==> src/rtl/dtq_pkg.sv <==
// ----------------------------------------------------------------------------
// dtq_pkg
// Shared types and constants for the deadline timer queue.
// ----------------------------------------------------------------------------
package dtq_pkg;

    localparam int unsigned MAX_FIRE = 16;

    localparam logic [19:0] US_PER_SEC = 20'd1000000;
    localparam logic [29:0] NS_PER_SEC = 30'd1000000000;
    localparam logic [9:0]  NS_PER_US  = 10'd1000;
    localparam logic [29:0] NSEC_MAX   = 30'd999999999;

    // delay / 1e6 == ((delay >> 6) * US_DIV_RECIP) >> US_DIV_SHIFT for 31-bit delays
    localparam logic [25:0] US_DIV_RECIP = 26'd35184373;
    localparam int unsigned US_DIV_SHIFT = 39;

    typedef enum logic [1:0] {
        MODE_REL  = 2'd0,
        MODE_ABS  = 2'd1,
        MODE_TICK = 2'd2,
        MODE_NONE = 2'd3
    } mode_t;

    typedef enum logic [1:0] {
        ST_ACCEPTED = 2'd0,
        ST_FULL     = 2'd1,
        ST_FIRED    = 2'd2,
        ST_NONE     = 2'd3
    } status_t;

    typedef enum logic [2:0] {
        S_IDLE,
        S_DIV,
        S_SCAN,
        S_SHIFT,
        S_FIRE,
        S_POP,
        S_OUT
    } state_t;

    typedef struct packed {
        logic [1:0]  mode;
        logic [15:0] task_id;
        logic [31:0] time_sec;
        logic [29:0] time_nsec;
        logic [30:0] delay_us;
    } in_item_t;

    typedef struct packed {
        logic [1:0]  status;
        logic [15:0] fired_task;
        logic        last;
    } out_item_t;

endpackage

==> src/rtl/dtq_if.sv <==
// ----------------------------------------------------------------------------
// dtq_if
// Valid/ready channel carrying one item of type T.
// ----------------------------------------------------------------------------
interface dtq_if #(parameter type T = logic) ();
    logic valid;
    logic ready;
    T     data;
    modport source (output valid, output data, input ready);
    modport sink (input valid, input data, output ready);
endinterface

==> src/rtl/deadline_timer_queue_core.sv <==
// ----------------------------------------------------------------------------
// deadline_timer_queue_core
// Deadline-ordered task queue held in one synchronous memory.
// ----------------------------------------------------------------------------
//  channel  dir  payload
//  in_ch    in   mode, task_id, time_sec, time_nsec, delay_us
//  out_ch   out  status, fired_task, last
//
// One item at a time. An add reads and compares the used entries in order
// until one has a later deadline, then moves the tail up one entry at a time
// (read, then write) and writes the new entry; a relative add first forms the
// deadline (reciprocal divide by 1e6, then the nanosecond carry). A tick reads
// and checks the head; each pop moves the rest down one entry at a time.
// Reset clears the used count and clock at once.
// Output stalls hold the engine; the output register parts the two sides.
module deadline_timer_queue_core #(
    parameter int QUEUE_DEPTH = 16,
    parameter int TASK_BITS   = 16
) (
    input  logic clk,
    input  logic rst_n,
    dtq_if.sink   in_ch,
    dtq_if.source out_ch
);
    import dtq_pkg::*;

    localparam int AW = (QUEUE_DEPTH > 1) ? $clog2(QUEUE_DEPTH) : 1;
    localparam int CW = $clog2(QUEUE_DEPTH + 1);
    localparam int EW = 32 + 30 + TASK_BITS;

    logic [EW-1:0] mem [QUEUE_DEPTH];
    logic [EW-1:0] rd_data;
    logic [AW-1:0] rd_addr;
    logic [AW-1:0] wr_addr;
    logic [EW-1:0] wr_data;
    logic          wr_en;

    always_ff @(posedge clk)
    begin
        if (wr_en)
        begin
            mem[wr_addr] <= wr_data;
        end
        rd_data <= mem[rd_addr];
    end

    state_t        state_reg, state_next;
    logic [CW-1:0] count_reg, count_next;
    logic [CW-1:0] idx_reg, idx_next;
    logic [CW-1:0] pos_reg, pos_next;
    logic [4:0]    fired_reg, fired_next;
    logic [31:0]   clk_sec_reg, clk_sec_next;
    logic [29:0]   clk_nsec_reg, clk_nsec_next;
    logic [31:0]   key_sec_reg, key_sec_next;
    logic [29:0]   key_nsec_reg, key_nsec_next;
    logic [TASK_BITS-1:0] key_task_reg, key_task_next;
    logic          is_tick_reg, is_tick_next;
    logic          rd_wait_reg, rd_wait_next;
    // relative deadline: quotient, remainder and nanosecond sum, one step a cycle
    logic [30:0]   delay_reg, delay_next;
    logic [11:0]   quo_reg, quo_next;
    logic [19:0]   rem_reg, rem_next;
    logic [30:0]   nsum_reg, nsum_next;
    logic [1:0]    dcnt_reg, dcnt_next;
    out_item_t     out_reg, out_next;
    logic          out_valid_reg, out_valid_next;

    logic [29:0]   in_nsec;
    logic [31:0]   rd_sec;
    logic [29:0]   rd_nsec;
    logic [TASK_BITS-1:0] rd_task;
    logic          key_before_rd;
    logic          rd_before_clk;
    logic          fire_due;
    logic [50:0]   recip_prod;
    logic [30:0]   quo_us;
    logic [29:0]   dnsec;
    logic          out_free;

    assign in_nsec = (in_ch.data.time_nsec > NSEC_MAX) ? NSEC_MAX : in_ch.data.time_nsec;
    assign rd_sec  = rd_data[EW-1 -: 32];
    assign rd_nsec = rd_data[TASK_BITS +: 30];
    assign rd_task = rd_data[TASK_BITS-1:0];
    assign key_before_rd = (key_sec_reg != rd_sec) ? (key_sec_reg < rd_sec)
                                                   : (key_nsec_reg < rd_nsec);
    assign rd_before_clk = (rd_sec != clk_sec_reg) ? (rd_sec < clk_sec_reg)
                                                   : (rd_nsec < clk_nsec_reg);
    assign fire_due   = (count_reg != '0) && (fired_reg != 5'(MAX_FIRE)) && rd_before_clk;
    assign recip_prod = {26'd0, delay_reg[30:6]} * {25'd0, US_DIV_RECIP};
    assign quo_us     = {19'd0, quo_reg} * {11'd0, US_PER_SEC};
    assign dnsec      = {10'd0, rem_reg} * {20'd0, NS_PER_US};
    assign out_free   = !out_valid_reg || out_ch.ready;

    assign in_ch.ready  = (state_reg == S_IDLE) && out_free;
    assign out_ch.valid = out_valid_reg;
    assign out_ch.data  = out_reg;

    always_ff @(posedge clk or negedge rst_n)
    begin
        if (!rst_n)
        begin
            state_reg     <= S_IDLE;
            count_reg     <= '0;
            clk_sec_reg   <= '0;
            clk_nsec_reg  <= '0;
            out_valid_reg <= 1'b0;
        end
        else
        begin
            state_reg     <= state_next;
            count_reg     <= count_next;
            clk_sec_reg   <= clk_sec_next;
            clk_nsec_reg  <= clk_nsec_next;
            out_valid_reg <= out_valid_next;
        end
    end

    always_ff @(posedge clk)
    begin
        idx_reg      <= idx_next;
        pos_reg      <= pos_next;
        fired_reg    <= fired_next;
        key_sec_reg  <= key_sec_next;
        key_nsec_reg <= key_nsec_next;
        key_task_reg <= key_task_next;
        is_tick_reg  <= is_tick_next;
        rd_wait_reg  <= rd_wait_next;
        delay_reg    <= delay_next;
        quo_reg      <= quo_next;
        rem_reg      <= rem_next;
        nsum_reg     <= nsum_next;
        dcnt_reg     <= dcnt_next;
        out_reg      <= out_next;
    end

    // next state
    always_comb
    begin
        state_next = state_reg;
        unique case (state_reg)
            S_IDLE:
            begin
                if (in_ch.valid && in_ch.ready)
                begin
                    unique case (mode_t'(in_ch.data.mode))
                        MODE_REL:  state_next = S_DIV;
                        MODE_ABS:  state_next = S_SCAN;
                        MODE_TICK: state_next = S_FIRE;
                        MODE_NONE: state_next = S_OUT;
                    endcase
                end
            end
            S_DIV:
            begin
                if (dcnt_reg == 2'd3)
                begin
                    state_next = S_SCAN;
                end
            end
            S_SCAN:
            begin
                if (count_reg == CW'(QUEUE_DEPTH))
                begin
                    state_next = S_OUT;
                end
                else if (idx_reg == count_reg)
                begin
                    state_next = S_SHIFT;
                end
                else if (rd_wait_reg && key_before_rd)
                begin
                    state_next = S_SHIFT;
                end
            end
            S_SHIFT:
            begin
                if (idx_reg == pos_reg)
                begin
                    state_next = S_OUT;
                end
            end
            S_FIRE:
            begin
                if (rd_wait_reg)
                begin
                    if (fire_due && (fired_reg == '0 || out_free))
                    begin
                        state_next = S_POP;
                    end
                    else if (!fire_due)
                    begin
                        state_next = S_OUT;
                    end
                end
            end
            S_POP:
            begin
                if (idx_reg > count_reg)
                begin
                    state_next = S_FIRE;
                end
            end
            S_OUT:
            begin
                if (out_free)
                begin
                    state_next = S_IDLE;
                end
            end
            default: state_next = S_IDLE;
        endcase
    end

    // datapath and outputs
    always_comb
    begin
        count_next     = count_reg;
        idx_next       = idx_reg;
        pos_next       = pos_reg;
        fired_next     = fired_reg;
        clk_sec_next   = clk_sec_reg;
        clk_nsec_next  = clk_nsec_reg;
        key_sec_next   = key_sec_reg;
        key_nsec_next  = key_nsec_reg;
        key_task_next  = key_task_reg;
        is_tick_next   = is_tick_reg;
        rd_wait_next   = 1'b0;
        delay_next     = delay_reg;
        quo_next       = quo_reg;
        rem_next       = rem_reg;
        nsum_next      = nsum_reg;
        dcnt_next      = dcnt_reg;
        out_next       = out_reg;
        out_valid_next = out_valid_reg && !out_ch.ready;
        rd_addr        = '0;
        wr_addr        = '0;
        wr_data        = {key_sec_reg, key_nsec_reg, key_task_reg};
        wr_en          = 1'b0;
        unique case (state_reg)
            S_IDLE:
            begin
                idx_next   = '0;
                fired_next = '0;
                if (in_ch.valid && in_ch.ready)
                begin
                    key_sec_next  = in_ch.data.time_sec;
                    key_nsec_next = in_nsec;
                    key_task_next = in_ch.data.task_id[TASK_BITS-1:0];
                    is_tick_next  = (in_ch.data.mode == MODE_TICK) ||
                                    (in_ch.data.mode == MODE_NONE);
                    delay_next    = in_ch.data.delay_us;
                    dcnt_next     = '0;
                    if (in_ch.data.mode == MODE_TICK)
                    begin
                        clk_sec_next  = in_ch.data.time_sec;
                        clk_nsec_next = in_nsec;
                    end
                end
            end
            S_DIV:
            begin
                dcnt_next = dcnt_reg + 2'd1;
                unique case (dcnt_reg)
                    2'd0: quo_next = recip_prod[US_DIV_SHIFT +: 12];
                    2'd1:
                    begin
                        rem_next     = 20'(delay_reg - quo_us);
                        key_sec_next = clk_sec_reg + {20'd0, quo_reg};
                    end
                    2'd2: nsum_next = {1'b0, clk_nsec_reg} + {1'b0, dnsec};
                    2'd3:
                    begin
                        // one carry is enough: both terms are below one second
                        if (nsum_reg >= {1'b0, NS_PER_SEC})
                        begin
                            key_sec_next  = key_sec_reg + 32'd1;
                            key_nsec_next = 30'(nsum_reg - {1'b0, NS_PER_SEC});
                        end
                        else
                        begin
                            key_nsec_next = nsum_reg[29:0];
                        end
                    end
                endcase
            end
            S_SCAN:
            begin
                if (count_reg == CW'(QUEUE_DEPTH))
                begin
                    out_next = '{status: ST_FULL, fired_task: '0, last: 1'b1};
                end
                else if (idx_reg == count_reg)
                begin
                    pos_next = idx_reg;
                end
                else if (rd_wait_reg)
                begin
                    if (key_before_rd)
                    begin
                        pos_next = idx_reg;
                        idx_next = count_reg;
                    end
                    else
                    begin
                        idx_next = idx_reg + CW'(1);
                    end
                end
                else
                begin
                    rd_addr      = idx_reg[AW-1:0];
                    rd_wait_next = 1'b1;
                end
            end
            S_SHIFT:
            begin
                // move entry idx-1 up to idx, then place the new one at pos
                if (idx_reg == pos_reg)
                begin
                    wr_en    = 1'b1;
                    wr_addr  = pos_reg[AW-1:0];
                    count_next = count_reg + CW'(1);
                    out_next = '{status: ST_ACCEPTED, fired_task: '0, last: 1'b1};
                end
                else if (rd_wait_reg)
                begin
                    wr_en    = 1'b1;
                    wr_addr  = idx_reg[AW-1:0];
                    wr_data  = rd_data;
                    idx_next = idx_reg - CW'(1);
                end
                else
                begin
                    rd_addr      = AW'(idx_reg - CW'(1));
                    rd_wait_next = 1'b1;
                end
            end
            S_FIRE:
            begin
                // a fired task is held in key_task until the next head check
                // tells whether it is the last one
                rd_addr = '0;
                if (!rd_wait_reg)
                begin
                    rd_wait_next = 1'b1;
                end
                else if (fire_due)
                begin
                    if (fired_reg == '0 || out_free)
                    begin
                        if (fired_reg != '0)
                        begin
                            out_valid_next = 1'b1;
                            out_next = '{status: ST_FIRED, fired_task: 16'(key_task_reg),
                                         last: 1'b0};
                        end
                        key_task_next = rd_task;
                        fired_next    = fired_reg + 5'd1;
                        count_next    = count_reg - CW'(1);
                        idx_next      = CW'(1);
                    end
                    else
                    begin
                        rd_wait_next = 1'b1;
                    end
                end
            end
            S_POP:
            begin
                if (idx_reg <= count_reg)
                begin
                    if (rd_wait_reg)
                    begin
                        wr_en    = 1'b1;
                        wr_addr  = AW'(idx_reg - CW'(1));
                        wr_data  = rd_data;
                        idx_next = idx_reg + CW'(1);
                    end
                    else
                    begin
                        rd_addr      = idx_reg[AW-1:0];
                        rd_wait_next = 1'b1;
                    end
                end
            end
            S_OUT:
            begin
                if (out_free)
                begin
                    out_valid_next = 1'b1;
                    if (fired_reg != '0)
                    begin
                        out_next = '{status: ST_FIRED, fired_task: 16'(key_task_reg),
                                     last: 1'b1};
                    end
                    else if (is_tick_reg)
                    begin
                        out_next = '{status: ST_NONE, fired_task: '0, last: 1'b1};
                    end
                end
            end
            default: ;
        endcase
    end

    assert property (@(posedge clk) disable iff (!rst_n)
        count_reg <= CW'(QUEUE_DEPTH))
        else $error("queue count out of range");
    assert property (@(posedge clk) disable iff (!rst_n)
        (state_reg == S_POP) |-> (fired_reg != '0))
        else $error("pop without fire");
    assert property (@(posedge clk) disable iff (!rst_n)
        (in_ch.valid && in_ch.ready) |=> (state_reg != S_IDLE))
        else $error("item accepted but engine idle");
endmodule

==> src/flat_wrapper.sv <==
// flat-port wrapper written by rule: the top's interface ports become plain ports
module deadline_timer_queue_core_flat import dtq_pkg::*;
#(
    parameter int QUEUE_DEPTH = 16,
    parameter int TASK_BITS   = 16
)
  (clk, rst_n, in_ch_valid, in_ch_data, in_ch_ready, out_ch_valid, out_ch_data, out_ch_ready);
  dtq_if #(.T(in_item_t)) in_ch_i ();
  dtq_if #(.T(out_item_t)) out_ch_i ();
  input  logic clk;
  input  logic rst_n;
  input wire logic [$bits(in_ch_i.valid)-1:0] in_ch_valid;
  input wire logic [$bits(in_ch_i.data)-1:0] in_ch_data;
  output wire logic [$bits(in_ch_i.ready)-1:0] in_ch_ready;
  output wire logic [$bits(out_ch_i.valid)-1:0] out_ch_valid;
  output wire logic [$bits(out_ch_i.data)-1:0] out_ch_data;
  input wire logic [$bits(out_ch_i.ready)-1:0] out_ch_ready;
  assign in_ch_i.valid = in_ch_valid;
  assign in_ch_i.data = in_ch_data;
  assign in_ch_ready = in_ch_i.ready;
  assign out_ch_valid = out_ch_i.valid;
  assign out_ch_data = out_ch_i.data;
  assign out_ch_i.ready = out_ch_ready;
  deadline_timer_queue_core #(.QUEUE_DEPTH(QUEUE_DEPTH), .TASK_BITS(TASK_BITS)) u_core (.clk(clk), .rst_n(rst_n), .in_ch(in_ch_i), .out_ch(out_ch_i));
endmodule
==> config.mk <==
export PLATFORM = sky130hd
export DESIGN_NAME = deadline_timer_queue_core_flat
export DESIGN_NICKNAME = d
export VERILOG_FILES = /design/src/rtl/dtq_pkg.sv /design/src/rtl/dtq_if.sv /design/src/rtl/deadline_timer_queue_core.sv /design/src/flat_wrapper.sv
export SDC_FILE = /design/constraint.sdc
export NUM_CORES = 2
export LEC_CHECK = 0
export BUFFER_PORTS_ARGS = -buffer_cell sky130_fd_sc_hd__buf_4
export CORE_ASPECT_RATIO = 0.7
export CORE_UTILIZATION = 34
export DETAILED_ROUTE_END_ITERATION = 8
export SLEW_MARGIN = 20
export SYNTH_ARGS = -nofsm -noshare
export SYNTH_HDL_FRONTEND = slang
export SYNTH_SLANG_ARGS = --single-unit
==> constraint.sdc <==
create_clock -name clk -period 9.44 [get_ports clk]
set_input_delay 0.472 -clock clk [delete_from_list [all_inputs] [get_ports clk]]
set_output_delay 0.472 -clock clk [all_outputs]
set_load 0.05 [all_outputs]
; Word-level counts from Yosys, hierarchy flattened
; Memory sizes are Yosys's and may differ from the RTL's. A register that Yosys moved wholly into a read port is not among the register bits.
; Index checks and enable logic that the tools add are counted.
[word_totals]
latchBits = 0
mem_count = 1
mem_bits_ro = 0
elab_cells = 227
regBits = 281
in_bits = 115
ramBits = 1248
out_inout_bits = 21
[mem_list]
columns = memory, depth, word_bits, rd, rd_clocked_by_memory_dff, write_ports, line
row1 = u_core.mem, 16, 78, 1, 1, 1, deadline_timer_queue_core.sv:31  ; logic [EW-1:0] mem [QUEUE_DEPTH];
[op_classes]
n_mul = 3
n_addsub = 11
n_bitwise = 1
div_mod_pow = 0
reduce_logical = 40
n_eq_ne = 40
mux = 102
order_cmp = 8
shift = 0
[op_table]
columns = op, count
row1 = 78-bit two-way mux, 3
row2 = 19-bit two-way mux, 9
row3 = 78-bit one-hot mux with 2 select lines, 1
row4 = 32-bit one-hot mux with 2 select lines, 2
row5 = 30-bit two-way mux, 4
row6 = 5-bit two-way mux, 21
row7 = 19-bit one-hot mux with 4 select lines, 1
row8 = 32-bit < comparator, 2
row9 = 16-bit two-way mux, 4
row10 = 32-bit two-way mux, 2
row11 = 32-bit inequality test, 2
row12 = 30-bit < comparator, 2
row13 = 30-bit one-hot mux with 2 select lines, 1
row14 = "25-bit by 26-bit multiplier with 51-bit output, second input constant", 1
row15 = 4-bit two-way mux, 10
row16 = 3-bit two-way mux, 11
row17 = "32-bit by 1-bit adder with 32-bit output, second input constant", 1
row18 = 32-bit by 12-bit adder with 32-bit output, 1
row19 = 16-bit one-hot mux with 2 select lines, 1
row20 = 30-bit by 30-bit adder with 31-bit output, 1
row21 = "31-bit by 30-bit greater-or-equal comparator with 1-bit output, second input constant", 1
row22 = "30-bit greater-than comparator, second input constant", 1
row23 = "30-bit subtractor, second input constant", 1
row24 = "20-bit by 7-bit multiplier with 27-bit output, second input constant", 1
row25 = other kinds (49), 121

; Longest topological paths before layout
[logic_depth]
depth_word = 7
mapped_depth = 26
depth_no_buf = 26

; Worst setup path before layout
; No wires, ideal clock.
[synth_path]
kind = register to register
startpoint = register u_core.delay_reg[16]
endpoint = register u_core.quo_reg[10] (data pin)
t_required_ps = 9260
t_arrival_ps = 6387
slack_ps = 2873
path_buffers = 1
period_less_slack_ps = 6567
stages_incl_launch_ff = 26
setup_ps = 180
path_cell_list = edfxtp_1 -> fa_1 -> clkbuf_1 -> xor2_1 -> ha_1 -> inv_1 -> fa_1 -> inv_1 -> fa_1 -> inv_1 -> fa_1 -> inv_1 -> fa_1 -> inv_1 -> fa_1 -> inv_1 -> ha_1 -> nand2_1 -> o21ai_0 -> a2111oi_0 -> nor3_1 -> o211ai_1 -> a311oi_1 -> and4_1 -> o21ai_0 -> a221oi_1
[synth_between]
elab_chain_len = 1
[synth_lines]
columns = element, line
row1 = from (decl), deadline_timer_queue_core.sv:60  ; logic [30:0] delay_reg, delay_next;
row2 = from (signal assigned), deadline_timer_queue_core.sv:128  ; delay_reg <= delay_next;
row3 = 25-bit by 26-bit multiplier with 51-bit output, deadline_timer_queue_core.sv:89  ; assign recip_prod = {26'd0, delay_reg[30:6]} * {25'd0, US_DIV_RECIP};
row4 = via u_core.recip_prod[49], deadline_timer_queue_core.sv:75  ; logic [50:0] recip_prod;
row5 = to (signal assigned), deadline_timer_queue_core.sv:129  ; quo_reg <= quo_next;
row6 = to (decl), deadline_timer_queue_core.sv:61  ; logic [11:0] quo_reg, quo_next;
; The timed path passes the listed nets, and every way through them passes these cells.
; A chain may end at the register's enable or synchronous reset.

; Worst setup path in the final report
[layout_path]
startpoint = register u_core.delay_reg[14]
endpoint = register u_core.quo_reg[10] (data pin)
; Same word-level chain as after synthesis.

==> key figures <==
Floorplanning
  – FP Rows: 151
  – Die height: 415.0 µm
  – Die width: 592.0 µm
  – Die area: 245700 µm²
  – Starting Density: 34.23%
  – Ports: 136
  – CORE AREA: 242000 µm²

Final layout
  – Top reg by flops: u_core.mem
  – Layout cells sized above 1: 11.36%
  – Leading cell type in the layout, fill and taps excluded: edfxtp_1
  – Fin nets: 7522
  – N_diodes: 0
  – Fin cells: 9904
  – Most frequent cells in the layout: edfxtp_1 (1457), nand2_1 (746), inv_1 (686), ha_1 (531), fa_1 (310)
  – Layout area overhead: 14.07%
  – Largest register FFs: 1248
  – Top Registers: u_core.mem x1248, u_core.rd_data x78

CTS
  – Post-CTS setup buffers: 0
  – TritonCTS clock tree: yes
  – Clock Path Buffers: 4
  – Sink Count: 1607
  – Num CTS Buffers: 163
  – Clock H-tree levels: 4
  – Root Driver: clkbuf_16
  – CTS clk-pin slew, worst paths: 0.07 ns
  – Worst-skew pair later-pin latency: 0.83 ns

Route
  – DRT iter0 DRCs: 5122
  – Number of nets with antenna violations after routing: 0
  – Via count: 51.56k
  – Routed wire length: 222900 µm
  – First-pass iteration count of the detailed router: 5
  – Wire length per cell: 22.51 µm
  – Vias per cell: 5.206
  – Drc violations: 0

Critical path
  – Worst reg2reg setup slack: 1.42 ns
  – Worst Path Required: 10.00 ns
  – Critical R2R Launch: u_core.delay_reg[14]
  – CP Class: register to register
  – Critical Path AT: 8.58 ns
  – CP endpoint kind: register
  – Worst Reg-to-Reg Cells: 23
  – Critical path fanouts, max: 7
  – Worst R2R End: u_core.quo_reg[10]
  – Worst setup SP type: register

Synthesis
  – Synth warn: 0
  – Gate count after technology mapping: 6269
  – Asr flop ratio synth: 4.418%
  – Syn Nets: 7225
  – Ranking of synthesized cells by area: edfxtp_1 (53%), ha_1 (8.0%), fa_1 (7.5%)
  – Yosys top cell area share: 52.81%
  – Unique masters post-synth: 75
  – Synth area leader: edfxtp_1
  – Flops & latches, synth: 1607
  – EDFF count, synth: 1457
  – Commonest register cell after synthesis: edfxtp_1
  – Sequential cell area fraction in the yosys report: 56.86%
  – Cell area after synthesis: 82850 µm²
  – Mean Syn Cell Area: 13.22 µm²

Timing
  – Fmax achieved: 124.7 MHz
  – Hold Vio Cnt, Final: 0
  – Slew Limit Headroom: 22.71%
  – Slew Viols, Final: 0
  – Clock Skews: 0.08827 ns
  – Finish-stage setup viols: 0
  – RSZ-0062 raised after global routing: false
  – Slew @ Worst Pin: 1.152 ns
  – Setup_tns: 0 ns
  – Tcrit/Tclk final: 84.95%
  – Tmin final: 8.019 ns

Global routing
  – Vias in the first global route: 50.95k
  – GRT Util Overall: 17.97%
  – Grt ovf: 0
  – Largest net degree at the start of global routing: 150
  – Initial antenna violation count: 7
  – First-pass GRT wire length: 332800 µm

Power
  – Worst vdd ir: 0.1260 mV
  – Leak Pwr: 0.03659 µW
  – Sequential power share: 53.2%
  – NetSw: 2846 µW
  – Net Sw Frac: 19.80%
  – Combinational share of power: 1.0%
  – PD cells: 152.1 nW/µm²
  – Pint: 11530 µW
  – Clock share of power: 45.8%

Worst hold path
  – Hold crit path type: input pin to register
  – Hold Path Stages: 3
  – Hold Crit Endpoint: u_core.out_ch.valid
  – Hold path start: out_ch_ready

Placed design
  – HPWL Detailed: 142800 µm
  – Placed cells: 9502
  – I/O Buffers: 135
  – Gp weighted congestion: 0.9304

Flow run
  – Max_cap viols: 0

Status
  – Status: finished clean
## cell families (layout without fill, tap and decap cells)
group	count (synthesis)	in the layout	synth area share [%]
mux	297	297	6.024
flops	1607	1607	56.86
compound gates	894	894	7.092
buf+inv	935	1357	4.441
xor+xnor	169	169	1.786
fa+ha+maj	841	841	15.51
simple gates	1526	1526	8.288
## synth_stat cells, types with 8 or more instances
library cell  count
a2111oi_0         8
a211oi_1         17
a21o_1           65
a21oi_1         265
a221oi_1         11
a22o_1            8
a22oi_1          10
a311oi_1         73
a31oi_1          18
a41oi_1           8
and2_1           26
and3_1           96
buf_1            15
buf_2            37
buf_6            16
clkbuf_1        178
dfrtp_1          71
dfxtp_1          79
edfxtp_1       1457
fa_1            310
ha_1            531
inv_1           687
mux2_2           53
mux2i_1          88
mux4_2          156
nand2_1         749
nand2b_1         22
nand3_1         278
nand4_1          43
nor2_1          171
nor2b_1          31
nor3_1           56
nor4_1           14
o211ai_1         13
o21a_1           20
o21ai_0         203
o21bai_1         16
o221ai_1         83
o311a_1           9
or2_2             9
or3_1             9
xnor2_1         122
xor2_1           47
## worst max-delay path: stages, from the launching register on
cell,delay (ns)
edfxtp_1,0.56
inv_1,0.14
fa_1,0.63
inv_1,0.12
fa_1,0.50
inv_1,0.06
fa_1,0.52
inv_1,0.05
fa_1,0.53
fa_1,0.44
fa_1,0.55
inv_1,0.08
fa_1,0.55
inv_1,0.05
ha_1,0.30
nand2_1,0.05
nor2_1,0.23
nand4_1,0.17
nor3_1,0.51
o211ai_1,0.31
a311oi_1,0.68
and4_1,0.31
o21ai_0,0.11
a221oi_1,0.29
## per-stage QoR
stage	worst slack [ns]	hold WS [ns]	power, µW	util (%)	cell area [µm²]
global route	1.047	0.04424	14770	39.05	94510
global placement	1.673	0.4095	7895	36.39	88080
CTS	1.462	0.007937	14500	39.05	94500
detailed placement	1.559	0.4089	7895	36.39	88080
floorplan	2.873	0.1764	7822	-	82850
finish	1.421	0.06024	14380	39.05	94510
## worst max path at each step
stage                         start                 end  slack, ns  cells after the start
2_1_floorplan  u_core.delay_reg[16]  u_core.quo_reg[10]       2.87                     25
3_3_place_gp   u_core.delay_reg[16]  u_core.quo_reg[10]       1.67                     24
3_5_place_dp   u_core.delay_reg[13]  u_core.quo_reg[10]       1.56                     23
4_1_cts        u_core.delay_reg[13]  u_core.quo_reg[10]       1.46                     23
5_1_grt        u_core.delay_reg[13]  u_core.quo_reg[10]       1.05                     23
6_report       u_core.delay_reg[14]  u_core.quo_reg[10]       1.42                     23
## layout make-up
cell class / count / area (µm²)
clock buffers: 211 / 4393
repair buffers: 379 / 3201
flip-flops and latches: 1607 / 47110
inverters: 688 / 2582
well taps: 3213 / 4020
multi-input cells: 3727 / 32300
clock inverters: 79 / 908.4
fillers: 22483 / 147500
## timing repair
item | in CTS | in global routing
gates resized for setup | 0 | 0
endpoints found under the hold margin | 166 | 0
hold buffers | 112 | 0
## metal layers
layer / wire, µm / global-route usage, % / share of wire, %
met2: 95810 / 26.32 / 43
met3: 17900 / 3.488 / 8.0
met5: 9 / 0 / 0.0040
met1: 105500 / 27.65 / 47
met4: 3682 / 3.157 / 1.7
## power groups by stage
stage               sequential (µW)  combinational, µW  clock [µW]
floorplan                      7800               19.5           0
global placement               7800               92.7           0
detailed placement             7800               93.0           0
CTS                            7650                136        6720
global route                   7640                145        6980
finish                         7650                137        6590
(Power assumes the default switching activity.)
